`config.mk`:
```
export PLATFORM = sky130hd
export DESIGN_NAME = version_string_compare
export DESIGN_NICKNAME = d
export VERILOG_FILES = /design/src/design/vsc_pkg.sv /design/src/design/version_string_compare.sv /design/src/design/vsc_dp.sv /design/src/design/vsc_ctrl.sv
export SDC_FILE = /design/constraint.sdc
export NUM_CORES = 1
export LEC_CHECK = 0
export BUFFER_PORTS_ARGS = -buffer_cell sky130_fd_sc_hd__buf_2
export CORE_MARGIN = 10
export CORE_UTILIZATION = 55
export DETAILED_ROUTE_END_ITERATION = 7
export PLACE_DENSITY_LB_ADDON = 0.08
export SYNTH_ARGS = -nofsm -noshare
export SYNTH_HDL_FRONTEND = slang
export SYNTH_SLANG_ARGS = --single-unit
```
`constraint.sdc`:
```
create_clock -name clk -period 6.5 [get_ports clk]
set_input_delay 1.3 -clock clk [delete_from_list [all_inputs] [get_ports clk]]
set_output_delay 1.3 -clock clk [all_outputs]
set_load 0.01 [all_outputs]
```
`src/design/vsc_pkg.sv`:
```
`default_nettype none

package vsc_pkg;

  localparam logic [7:0] CHAR_ZERO = 8'h30;
  localparam logic [7:0] CHAR_NINE = 8'h39;

  localparam logic signed [1:0] ORDER_A_FIRST = -2'sd1;
  localparam logic signed [1:0] ORDER_EQUAL   = 2'sd0;
  localparam logic signed [1:0] ORDER_B_FIRST = 2'sd1;

  typedef struct packed {
    logic       which_string;
    logic [7:0] symbol;
    logic       has_symbol;
    logic       end_of_string;
  } vsc_in_t;

  typedef struct packed {
    logic signed [1:0] order;
    logic              overflow;
  } vsc_out_t;

  // Datapath to controller
  typedef struct packed {
    logic              completing;
    logic              end_a;
    logic              end_b;
    logic              digit_a;
    logic              digit_b;
    logic              zero_a;
    logic              zero_b;
    logic              less;
    logic              greater;
    logic signed [1:0] diff;
    logic              out_full;
  } vsc_status_t;

  // Controller to datapath
  typedef struct packed {
    logic              load;
    logic              inc_a;
    logic              inc_b;
    logic              diff_clear;
    logic              diff_capture;
    logic              finish;
    logic signed [1:0] order;
  } vsc_cmd_t;

endpackage

`default_nettype wire

```
`src/design/version_string_compare.sv`:
```
// Load: one byte per cycle while in_stall is low; in_stall rises after the transaction
// that completes both strings and stays high through the comparison.
// Compare: each walk step is a registered buffer read, then an evaluate, with at most
// 2*(len_a + len_b) + 3 steps before the finish state is reached.
// The result sits in an output register; loading of the next pair overlaps its wait.
// Reset (rst, synchronous): clears lengths, flags and control; buffers are not cleared.
`default_nettype none

module version_string_compare #(
  parameter int MAX_LEN = 64
) (
  input  wire logic              clk,
  input  wire logic              rst,
  input  wire logic              in_valid,
  output logic                   in_stall,
  input  wire vsc_pkg::vsc_in_t  in_data,
  output logic                   out_valid,
  input  wire logic              out_stall,
  output vsc_pkg::vsc_out_t      out_data
);
  import vsc_pkg::*;

  vsc_cmd_t    cmd;
  vsc_status_t sts;

  vsc_ctrl u_ctrl (
    .clk      (clk),
    .rst      (rst),
    .in_valid (in_valid),
    .sts      (sts),
    .in_stall (in_stall),
    .cmd      (cmd)
  );

  vsc_dp #(
    .MAX_LEN (MAX_LEN)
  ) u_dp (
    .clk       (clk),
    .rst       (rst),
    .in_data   (in_data),
    .cmd       (cmd),
    .out_stall (out_stall),
    .sts       (sts),
    .out_valid (out_valid),
    .out_data  (out_data)
  );

  a_complete_blocks_input: assert property (@(posedge clk) disable iff (rst)
    cmd.load && sts.completing |=> in_stall)
    else $error("input not blocked after completing transaction");

  a_finish_needs_room: assert property (@(posedge clk) disable iff (rst)
    cmd.finish |-> !(out_valid && out_stall))
    else $error("result overwrote a pending transaction");

  a_finish_shows_result: assert property (@(posedge clk) disable iff (rst)
    cmd.finish |=> out_valid)
    else $error("result not presented after finish");

  a_result_from_finish: assert property (@(posedge clk) disable iff (rst)
    $rose(out_valid) |-> $past(cmd.finish))
    else $error("output valid without finish");

endmodule

`default_nettype wire

```
`src/design/vsc_dp.sv`:
```
`default_nettype none

module vsc_dp #(
  parameter int MAX_LEN = 64
) (
  input  wire logic                 clk,
  input  wire logic                 rst,
  input  wire vsc_pkg::vsc_in_t     in_data,
  input  wire vsc_pkg::vsc_cmd_t    cmd,
  input  wire logic                 out_stall,
  output vsc_pkg::vsc_status_t      sts,
  output logic                      out_valid,
  output vsc_pkg::vsc_out_t         out_data
);
  import vsc_pkg::*;

  localparam int AW = (MAX_LEN > 1) ? $clog2(MAX_LEN) : 1;
  localparam int LW = $clog2(MAX_LEN + 1);
  localparam logic [LW-1:0] LEN_FULL = LW'(MAX_LEN);

  logic [7:0]        mem_a [MAX_LEN];
  logic [7:0]        mem_b [MAX_LEN];
  logic [7:0]        q_a;
  logic [7:0]        q_b;
  logic [LW-1:0]     len_a;
  logic [LW-1:0]     len_b;
  logic [LW-1:0]     ptr_a;
  logic [LW-1:0]     ptr_b;
  logic              a_complete;
  logic              b_complete;
  logic              truncated;
  logic signed [1:0] diff;

  logic sel_a;
  logic sel_b;
  logic wr_a;
  logic wr_b;
  logic drop;

  assign sel_a = cmd.load && !in_data.which_string && !a_complete;
  assign sel_b = cmd.load && in_data.which_string && !b_complete;
  assign wr_a  = sel_a && in_data.has_symbol && (len_a != LEN_FULL);
  assign wr_b  = sel_b && in_data.has_symbol && (len_b != LEN_FULL);
  assign drop  = (sel_a && in_data.has_symbol && (len_a == LEN_FULL)) ||
                 (sel_b && in_data.has_symbol && (len_b == LEN_FULL));

  always_comb begin
    sts.completing = (a_complete || (!in_data.which_string && in_data.end_of_string)) &&
                     (b_complete || (in_data.which_string && in_data.end_of_string));
    sts.end_a    = ptr_a >= len_a;
    sts.end_b    = ptr_b >= len_b;
    sts.digit_a  = (q_a >= CHAR_ZERO) && (q_a <= CHAR_NINE);
    sts.digit_b  = (q_b >= CHAR_ZERO) && (q_b <= CHAR_NINE);
    sts.zero_a   = q_a == CHAR_ZERO;
    sts.zero_b   = q_b == CHAR_ZERO;
    sts.less     = q_a < q_b;
    sts.greater  = q_a > q_b;
    sts.diff     = diff;
    sts.out_full = out_valid && out_stall;
  end

  always_ff @(posedge clk) begin
    if (wr_a) begin
      mem_a[len_a[AW-1:0]] <= in_data.symbol;
    end
    q_a <= mem_a[ptr_a[AW-1:0]];
  end

  always_ff @(posedge clk) begin
    if (wr_b) begin
      mem_b[len_b[AW-1:0]] <= in_data.symbol;
    end
    q_b <= mem_b[ptr_b[AW-1:0]];
  end

  always_ff @(posedge clk) begin
    if (rst || cmd.finish) begin
      len_a      <= '0;
      len_b      <= '0;
      ptr_a      <= '0;
      ptr_b      <= '0;
      a_complete <= 1'b0;
      b_complete <= 1'b0;
      truncated  <= 1'b0;
      diff       <= ORDER_EQUAL;
    end else begin
      if (wr_a) begin
        len_a <= len_a + LW'(1);
      end
      if (wr_b) begin
        len_b <= len_b + LW'(1);
      end
      if (drop) begin
        truncated <= 1'b1;
      end
      if (sel_a && in_data.end_of_string) begin
        a_complete <= 1'b1;
      end
      if (sel_b && in_data.end_of_string) begin
        b_complete <= 1'b1;
      end
      if (cmd.inc_a) begin
        ptr_a <= ptr_a + LW'(1);
      end
      if (cmd.inc_b) begin
        ptr_b <= ptr_b + LW'(1);
      end
      if (cmd.diff_clear) begin
        diff <= ORDER_EQUAL;
      end else if (cmd.diff_capture) begin
        diff <= sts.less ? ORDER_A_FIRST : ORDER_B_FIRST;
      end
    end
  end

  always_ff @(posedge clk) begin
    if (rst) begin
      out_valid <= 1'b0;
    end else if (cmd.finish) begin
      out_valid <= 1'b1;
    end else if (!out_stall) begin
      out_valid <= 1'b0;
    end
  end

  always_ff @(posedge clk) begin
    if (cmd.finish) begin
      out_data.order    <= cmd.order;
      out_data.overflow <= truncated;
    end
  end

endmodule

`default_nettype wire

```
`src/design/vsc_ctrl.sv`:
```
`default_nettype none

module vsc_ctrl (
  input  wire logic                 clk,
  input  wire logic                 rst,
  input  wire logic                 in_valid,
  input  wire vsc_pkg::vsc_status_t sts,
  output logic                      in_stall,
  output vsc_pkg::vsc_cmd_t         cmd
);
  import vsc_pkg::*;

  typedef enum logic [1:0] {
    ST_LOAD,
    ST_READ,
    ST_EVAL,
    ST_FINISH
  } state_t;

  typedef enum logic [1:0] {
    MODE_PIECE,
    MODE_ZERO,
    MODE_DIGITS
  } mode_t;

  state_t            state;
  state_t            state_next;
  mode_t             mode;
  mode_t             mode_next;
  logic signed [1:0] res;
  logic signed [1:0] res_next;

  logic run_a;
  logic run_b;
  logic skip_a;
  logic skip_b;

  assign run_a  = !sts.end_a && sts.digit_a;
  assign run_b  = !sts.end_b && sts.digit_b;
  assign skip_a = !sts.end_a && sts.zero_a;
  assign skip_b = !sts.end_b && sts.zero_b;

  assign in_stall = state != ST_LOAD;

  always_comb begin
    state_next       = state;
    mode_next        = mode;
    res_next         = res;
    cmd.load         = 1'b0;
    cmd.inc_a        = 1'b0;
    cmd.inc_b        = 1'b0;
    cmd.diff_clear   = 1'b0;
    cmd.diff_capture = 1'b0;
    cmd.finish       = 1'b0;
    cmd.order        = res;
    case (state)
      ST_LOAD: begin
        cmd.load = in_valid;
        if (in_valid && sts.completing) begin
          state_next = ST_READ;
          mode_next  = MODE_PIECE;
        end
      end
      ST_READ: begin
        state_next = ST_EVAL;
      end
      ST_EVAL: begin
        state_next = ST_READ;
        case (mode)
          MODE_PIECE: begin
            if (sts.end_a || sts.end_b) begin
              state_next = ST_FINISH;
              res_next   = (sts.end_a && sts.end_b) ? ORDER_EQUAL :
                           (sts.end_a ? ORDER_A_FIRST : ORDER_B_FIRST);
            end else if (sts.digit_a && sts.digit_b) begin
              mode_next = MODE_ZERO;
            end else if (sts.digit_a || (!sts.digit_b && sts.less)) begin
              state_next = ST_FINISH;
              res_next   = ORDER_A_FIRST;
            end else if (sts.digit_b || sts.greater) begin
              state_next = ST_FINISH;
              res_next   = ORDER_B_FIRST;
            end else begin
              cmd.inc_a = 1'b1;
              cmd.inc_b = 1'b1;
            end
          end
          MODE_ZERO: begin
            // drop leading zeros of each run independently
            if (skip_a || skip_b) begin
              cmd.inc_a = skip_a;
              cmd.inc_b = skip_b;
            end else begin
              mode_next      = MODE_DIGITS;
              cmd.diff_clear = 1'b1;
            end
          end
          MODE_DIGITS: begin
            if (run_a && run_b) begin
              cmd.inc_a        = 1'b1;
              cmd.inc_b        = 1'b1;
              cmd.diff_capture = (sts.diff == ORDER_EQUAL) && (sts.less || sts.greater);
            end else if (run_a) begin
              state_next = ST_FINISH;
              res_next   = ORDER_B_FIRST;
            end else if (run_b) begin
              state_next = ST_FINISH;
              res_next   = ORDER_A_FIRST;
            end else if (sts.diff != ORDER_EQUAL) begin
              state_next = ST_FINISH;
              res_next   = sts.diff;
            end else begin
              mode_next = MODE_PIECE;
            end
          end
          default: begin
            mode_next = MODE_PIECE;
          end
        endcase
      end
      ST_FINISH: begin
        // hold the result until the output register can take it
        if (!sts.out_full) begin
          cmd.finish = 1'b1;
          state_next = ST_LOAD;
        end
      end
      default: begin
        state_next = ST_LOAD;
      end
    endcase
  end

  always_ff @(posedge clk) begin
    if (rst) begin
      state <= ST_LOAD;
      mode  <= MODE_PIECE;
      res   <= ORDER_EQUAL;
    end else begin
      state <= state_next;
      mode  <= mode_next;
      res   <= res_next;
    end
  end

endmodule

`default_nettype wire

```
# [Word level (Yosys, flattened, before mapping)]
# Memories as Yosys holds them, arrays and structs flattened. A register that Yosys moved wholly into a read port is not among the register bits.
# Cells that the tools add are included.
[word_totals] mem_count=2 ram_bits=1024 reg_bits=43 out_inout_bits=5 input_bits=15 word_cells=162
[mem_list] name="u_dp.mem_a" words=64 word_bits=8 rd=1 rd_clocked_by_memory_dff=1 wr=1 line="vsc_dp.sv:21" source="logic [7:0] mem_a [MAX_LEN];"
[mem_list] name="u_dp.mem_b" words=64 word_bits=8 rd=1 rd_clocked_by_memory_dff=1 wr=1 line="vsc_dp.sv:22" source="logic [7:0] mem_b [MAX_LEN];"
[op_classes] n_eq_ne=25 reduce_logical=54 addsub=4 mux=55 order_cmp=8
[op_table] op="2-to-1 mux 2 bit" count=35
[op_table] op="adder 7 x 1 -> 7 bit (second input constant)" count=4
[op_table] op="logical AND 1 bit" count=28
[op_table] op="!= test 3 bit (second input constant)" count=6
[op_table] op="== test 8 x 6 -> 1 bit (second input constant)" count=2
[op_table] op=">= comparator 8 x 6 -> 1 bit (second input constant)" count=2
[op_table] op="less-or-equal comparator 8 x 6 -> 1 bit (second input constant)" count=2
[op_table] op="== test 7 bit (second input constant)" count=2
[op_table] op=">= comparator 7 bit" count=2
[op_table] op="!= test 7 bit (second input constant)" count=2
[op_table] op="2-to-1 mux 1 bit" count=13
[op_table] op="case mux 2 bit (2 select lines)" count=3
[op_table] op="case mux 2 bit (3 select lines)" count=2
[op_table] op="logical OR 1 bit" count=9
[op_table] op="AND reduction 9 bit" count=1
[op_table] op="greater-than comparator 8 bit" count=1
[op_table] op="less-than comparator 8 bit" count=1
[op_table] op="!= test 4 x 1 -> 1 bit (second input constant)" count=2
[op_table] op="case mux 2 bit (4 select lines)" count=1
[op_table] op="nonzero test 2 bit" count=4
[op_table] op="== test 2 bit (second input constant)" count=3
[op_table] op="zero test 1 bit" count=6
[op_table] op="zero test 2 bit" count=3
[op_table] op="!= test 3 x 2 -> 1 bit (second input constant)" count=2
[op_table] op="other kinds (7)" count=10

# [Depth between registers and ports, before layout]
[logic_depth] word_depth=11 depth_mapped=13 ltp_nobuf=9

# [Cells and area by module]
# From an unflattened synthesis, not the netlist that was laid out.
[unflattened] cells_unflattened=2162 area_unflattened_um2=42667.2
[by_module_without_submodules] mod="vsc_dp" area_each_um2=42169.2 seq_area_each_um2=31840.5 instances=1 cells_each=2097
[by_module_without_submodules] mod="vsc_ctrl" area_each_um2=498.0 seq_area_each_um2=120.1 instances=1 cells_each=65

# [Least setup slack after synthesis]
# OpenSTA, ideal clock, no wires.
[synth_timing] kind="input to register" start="input port in_valid" end="memory u_dp.mem_b[59][0] (enable)" path_slack_ns=3.175 required_time_ns=6.129 cell_stages=6 arrival_ns=2.954 path_cell_list="nor3b_1 -> nand4b_1 -> nor2b_1 -> and2_1 -> nand3_1 -> nor2_1"
[synth_via] elab_chain_len=7
[synth_rtl] item="from (decl)" line="version_string_compare.sv:14" source="input wire logic in_valid,"
[synth_rtl] item="2-to-1 mux 1 bit" line="vsc_ctrl.sv:56" source="case (state)"
[synth_rtl] item="logical AND 1 bit (2 in series)" line="vsc_dp.sv:41" source="assign sel_b = cmd.load && in_data.which_string && !b_complete;"
[synth_rtl] item="logical AND 1 bit (2 in series)" line="vsc_dp.sv:43" source="assign wr_b = sel_b && in_data.has_symbol && (len_b != LEN_FULL);"
[synth_rtl] item="2-to-1 mux 1 bit" line="vsc_dp.sv:70" source="if (wr_b) begin"
[synth_rtl] item="2-to-1 mux 1 bit (implied by the code)" line="vsc_dp.sv:71" source="mem_b[len_b[AW-1:0]] <= in_data.symbol;"
[synth_rtl] item="to (decl)" line="vsc_dp.sv:22"
# Every way passes these cells.

# [Worst setup path in the final report]
[layout_timing] start="input port in_valid" end="memory u_dp.mem_b[11][1] (enable)"
# Same word-level chain as after synthesis.

==> results.sh <==
export IMPL_rsz0062_at_grt="false"
export IMPL_cts_buffers=108
export IMPL_cts_tree="done"
export IMPL_synth_ff_type="edfxtp_1"
export IMPL_cts_sinks=1083
export IMPL_antenna_left=0
export IMPL_reg2reg_to="u_dp.mem_a[3][2]"
export IMPL_critPathSlowestCell="nor2_1"
export IMPL_synth_top_cell_area_share_pct=72.77
export IMPL_synth_seq_cells=1083
export IMPL_std_cell_rows=101
export IMPL_setup_tns_final_ns=0
export IMPL_cp_cell_sequence="buf_2 > nor3b_1 > nand4b_1 > nor2b_1 > and2_1 > nand3_1 > nor2_1"
export IMPL_synth_edf_count=1027
export IMPL_final_core_util_pct=61.68
export IMPL_die_w_um=297.6
export IMPL_maxSlewViolCount=0
export IMPL_pin_count=20
export IMPL_grt_busiest_layer="met1"
export IMPL_cpLargestDelayFamily="simple AND/OR/NAND/NOR gates"
export IMPL_synthTopCellsByArea="edfxtp_1, mux4_2, dfxtp_1"
export IMPL_max_freq_ghz=0.2517
export IMPL_timing_hold_violations_final=0
export IMPL_grt_pass1_vias=20040
export IMPL_gp_congestion=0.8415
export IMPL_cts_resized=0
export IMPL_worstMarginPinSlew_ns=1.189
export IMPL_worstRegToRegCells=7
export IMPL_hp_class="reg -> reg"
export IMPL_avgSynthCellArea_um2=21.64
export IMPL_end_kind="flip-flop"
export IMPL_netlist_area_mm2=0.04238
export IMPL_firstDrtPassIters=5
export IMPL_yosysMostFrequentCell="edfxtp_1"
export IMPL_layout_setup_ws_ns=2.526
export IMPL_cp_max_fo=8
export IMPL_finalCritPeriodShare_pct=61.13
export IMPL_grtUsageTotal_pct=22.01
export IMPL_initial_utilization_pct=55.61
export IMPL_ff2ff_setup_slack_ns=2.75
export IMPL_dieHeight_um=297.6
export IMPL_grt_antenna_before_repair=6
export IMPL_critical_path_startpoint="in_valid"
export IMPL_cp_depth=7
export IMPL_port_buffers=19
export IMPL_p_total_mw=13.94
export IMPL_powerDensity_mw_per_mm2=296.6
export IMPL_slew_headroom_pct=20.73
export IMPL_rr_startpoint="u_dp.len_a[4]"
export IMPL_startpoint_type="primary input"
export IMPL_drt_iter0_drc=2295
export IMPL_gr_total_overflow=0
export IMPL_layout_nets=2065
export IMPL_die_area_mm2=0.08856
export IMPL_ys_seq_area_share_pct=75.42
export IMPL_wl_per_cell_um=30.88
export IMPL_routed_wirelength_mm=96.87
export IMPL_status="completed"
export IMPL_async_flop_share_pct=0
export IMPL_netlist_top_cell_by_area="edfxtp_1"
export IMPL_setup_viol=0
export IMPL_grt_util_met2_pct=32.63
export IMPL_core_area_mm2=0.07620
export IMPL_skew_ns=0.01887
export IMPL_clockBufferDepth=3
export IMPL_pre_cts_ws_ns=1.826
export IMPL_met3_usage_pct=3.891
export IMPL_path_class="in -> reg"
export IMPL_viasPerCell=6.417
export IMPL_grtUsageMet1_pct=34.09
export IMPL_h_tree_depth=3
export IMPL_drive_gt1_share_pct=25.97
export IMPL_clkTransAtPathRegs_ns=0.06
export IMPL_dp_hpwl_mm=59.02
export IMPL_grt_pass1_wl_mm=143.7
export IMPL_yosys_top_cells_count="edfxtp_1, mux4_2, nor2_1"
export IMPL_endpoint="u_dp.mem_b[11][1]"
export IMPL_cts_setup_buffers=0
export IMPL_p_leak_nw=14.04
export IMPL_crit_path_max_incr_delay_ns=0.82
export IMPL_cts_root_buffer="clkbuf_16"
export IMPL_area_growth_pct=10.90
export IMPL_syn_nets=2001
export IMPL_peakVddDrop_v=0.0001936
export IMPL_critPathArrivalTime_ns=4.26
export IMPL_cap_violations=0
export IMPL_clkLatencyLatePin_ns=0.66
export IMPL_cts_hold_buf=0
export IMPL_ys_warnings_count=0
export IMPL_via_count=20130
export IMPL_period_needed_ns=3.974
export IMPL_drc=0
export IMPL_worst_path_buf_inv=1
export IMPL_critPathRequiredTime_ns=6.78
export IMPL_ys_types=45
export IMPL_grt_start_max_net_pins=91
export IMPL_syn_inst=1958
==> worst min path at each step <==
stage,from,endpoint,cells after the start
6_report,u_ctrl.res[1],u_dp.out_data[2],0
4_1_cts,u_dp.truncated,u_dp.out_data[0],0
3_5_place_dp,u_ctrl.res[1],u_dp.out_data[2],0
2_1_floorplan,u_ctrl.res[0],u_dp.out_data[1],0
5_1_grt,u_ctrl.res[1],u_dp.out_data[2],0
3_3_place_gp,u_ctrl.res[1],u_dp.out_data[2],0
==> per-stage QoR <==
step | instance area, um2 | hold slack (ns) | std cells
global route | 47000 | 0.4469 | 3137
floorplan | 42380 | 0.4082 | 1958
CTS | 47000 | 0.4426 | 3136
detailed placement | 43520 | 0.4284 | 2942
finish | 47000 | 0.4395 | 3137
global placement | 43520 | 0.4245 | 2942
==> power breakdown <==
group / switching [mW] / total (mW) / internal (mW) / leakage (nW)
clock network: 2.55 / 6.10 / 3.55 / 1.67
logic: 0.167 / 0.198 / 0.0309 / 2.68
registers: 0.00677 / 7.64 / 7.64 / 9.69
==> final cells by class <==
cell class / instances / area, um2
timing repair buffer: 43 / 320.3
clock buffer: 129 / 2845
sequential: 1083 / 31980
antenna: 1 / 2.502
multi-input combinational: 755 / 9821
tap: 1030 / 1289
inverter: 31 / 116.4
fill: 5194 / 29200
clock inverter: 65 / 628.1
==> registers in the layout (all words and copies together) (netlist names), 3 cells and up <==
register / count
u_dp.out_data: 3
u_dp.ptr_a: 7
u_dp.ptr_b: 7
u_dp.mem_a: 512
u_dp.q_b: 8
u_dp.mem_b: 512
u_dp.len_b: 7
u_dp.len_a: 7
u_dp.q_a: 8
==> placed cells by master (no fill, tap or decap), drive strengths merged, types with 2 or more instances in the layout <==
| master | Yosys | layout |
|---|---|---|
| nand3 | 29 | 29 |
| nor4 | 3 | 3 |
| a21oi | 32 | 32 |
| bufinv | 0 | 11 |
| nand2b | 3 | 3 |
| edfxtp | 1027 | 1027 |
| nand4 | 2 | 2 |
| and2 | 8 | 8 |
| a31oi | 4 | 4 |
| ha | 28 | 28 |
| xnor2 | 12 | 12 |
| nor3 | 9 | 9 |
| a221oi | 2 | 2 |
| inv | 28 | 29 |
| dfxtp | 56 | 56 |
| clkbuf | 49 | 129 |
| buf | 40 | 43 |
| mux4 | 336 | 336 |
| nor4bb | 2 | 2 |
| clkinv | 3 | 45 |
| or3 | 11 | 11 |
| and3 | 4 | 4 |
| and4 | 5 | 5 |
| or2 | 3 | 3 |
| nor2b | 5 | 5 |
| nor3b | 2 | 2 |
| a21o | 3 | 3 |
| nor2 | 172 | 172 |
| nand2 | 42 | 42 |
| clkinvlp | 0 | 11 |
| mux2i | 5 | 5 |
| o21ai | 20 | 20 |
| nand4b | 2 | 2 |
==> cells by family (layout without fill, tap and decap cells) <==
logic type / count (synthesis) / in the layout / synth area share, %
XOR/XNOR: 12 / 12 / 0.2480
multiplexers: 341 / 341 / 17.97
AND/OR/NAND/NOR: 303 / 303 / 3.168
AO/OA/AOI/OAI: 71 / 71 / 0.9566
other: 0 / 1 / 0
buffers and inverters: 120 / 268 / 1.411
flip-flops: 1083 / 1083 / 75.42
adder cells (fa/ha/maj): 28 / 28 / 0.8267
==> metal layers <==
metal,up-vias,share of wire [%],routed length [um]
met5,-,0,0
met4,0,1.8,1728
met3,123,8.3,8013
met2,969,46,44590
met1,10760,44,42540
li1,8281,-,-
No activity file was read; power rests on OpenSTA's default activity.
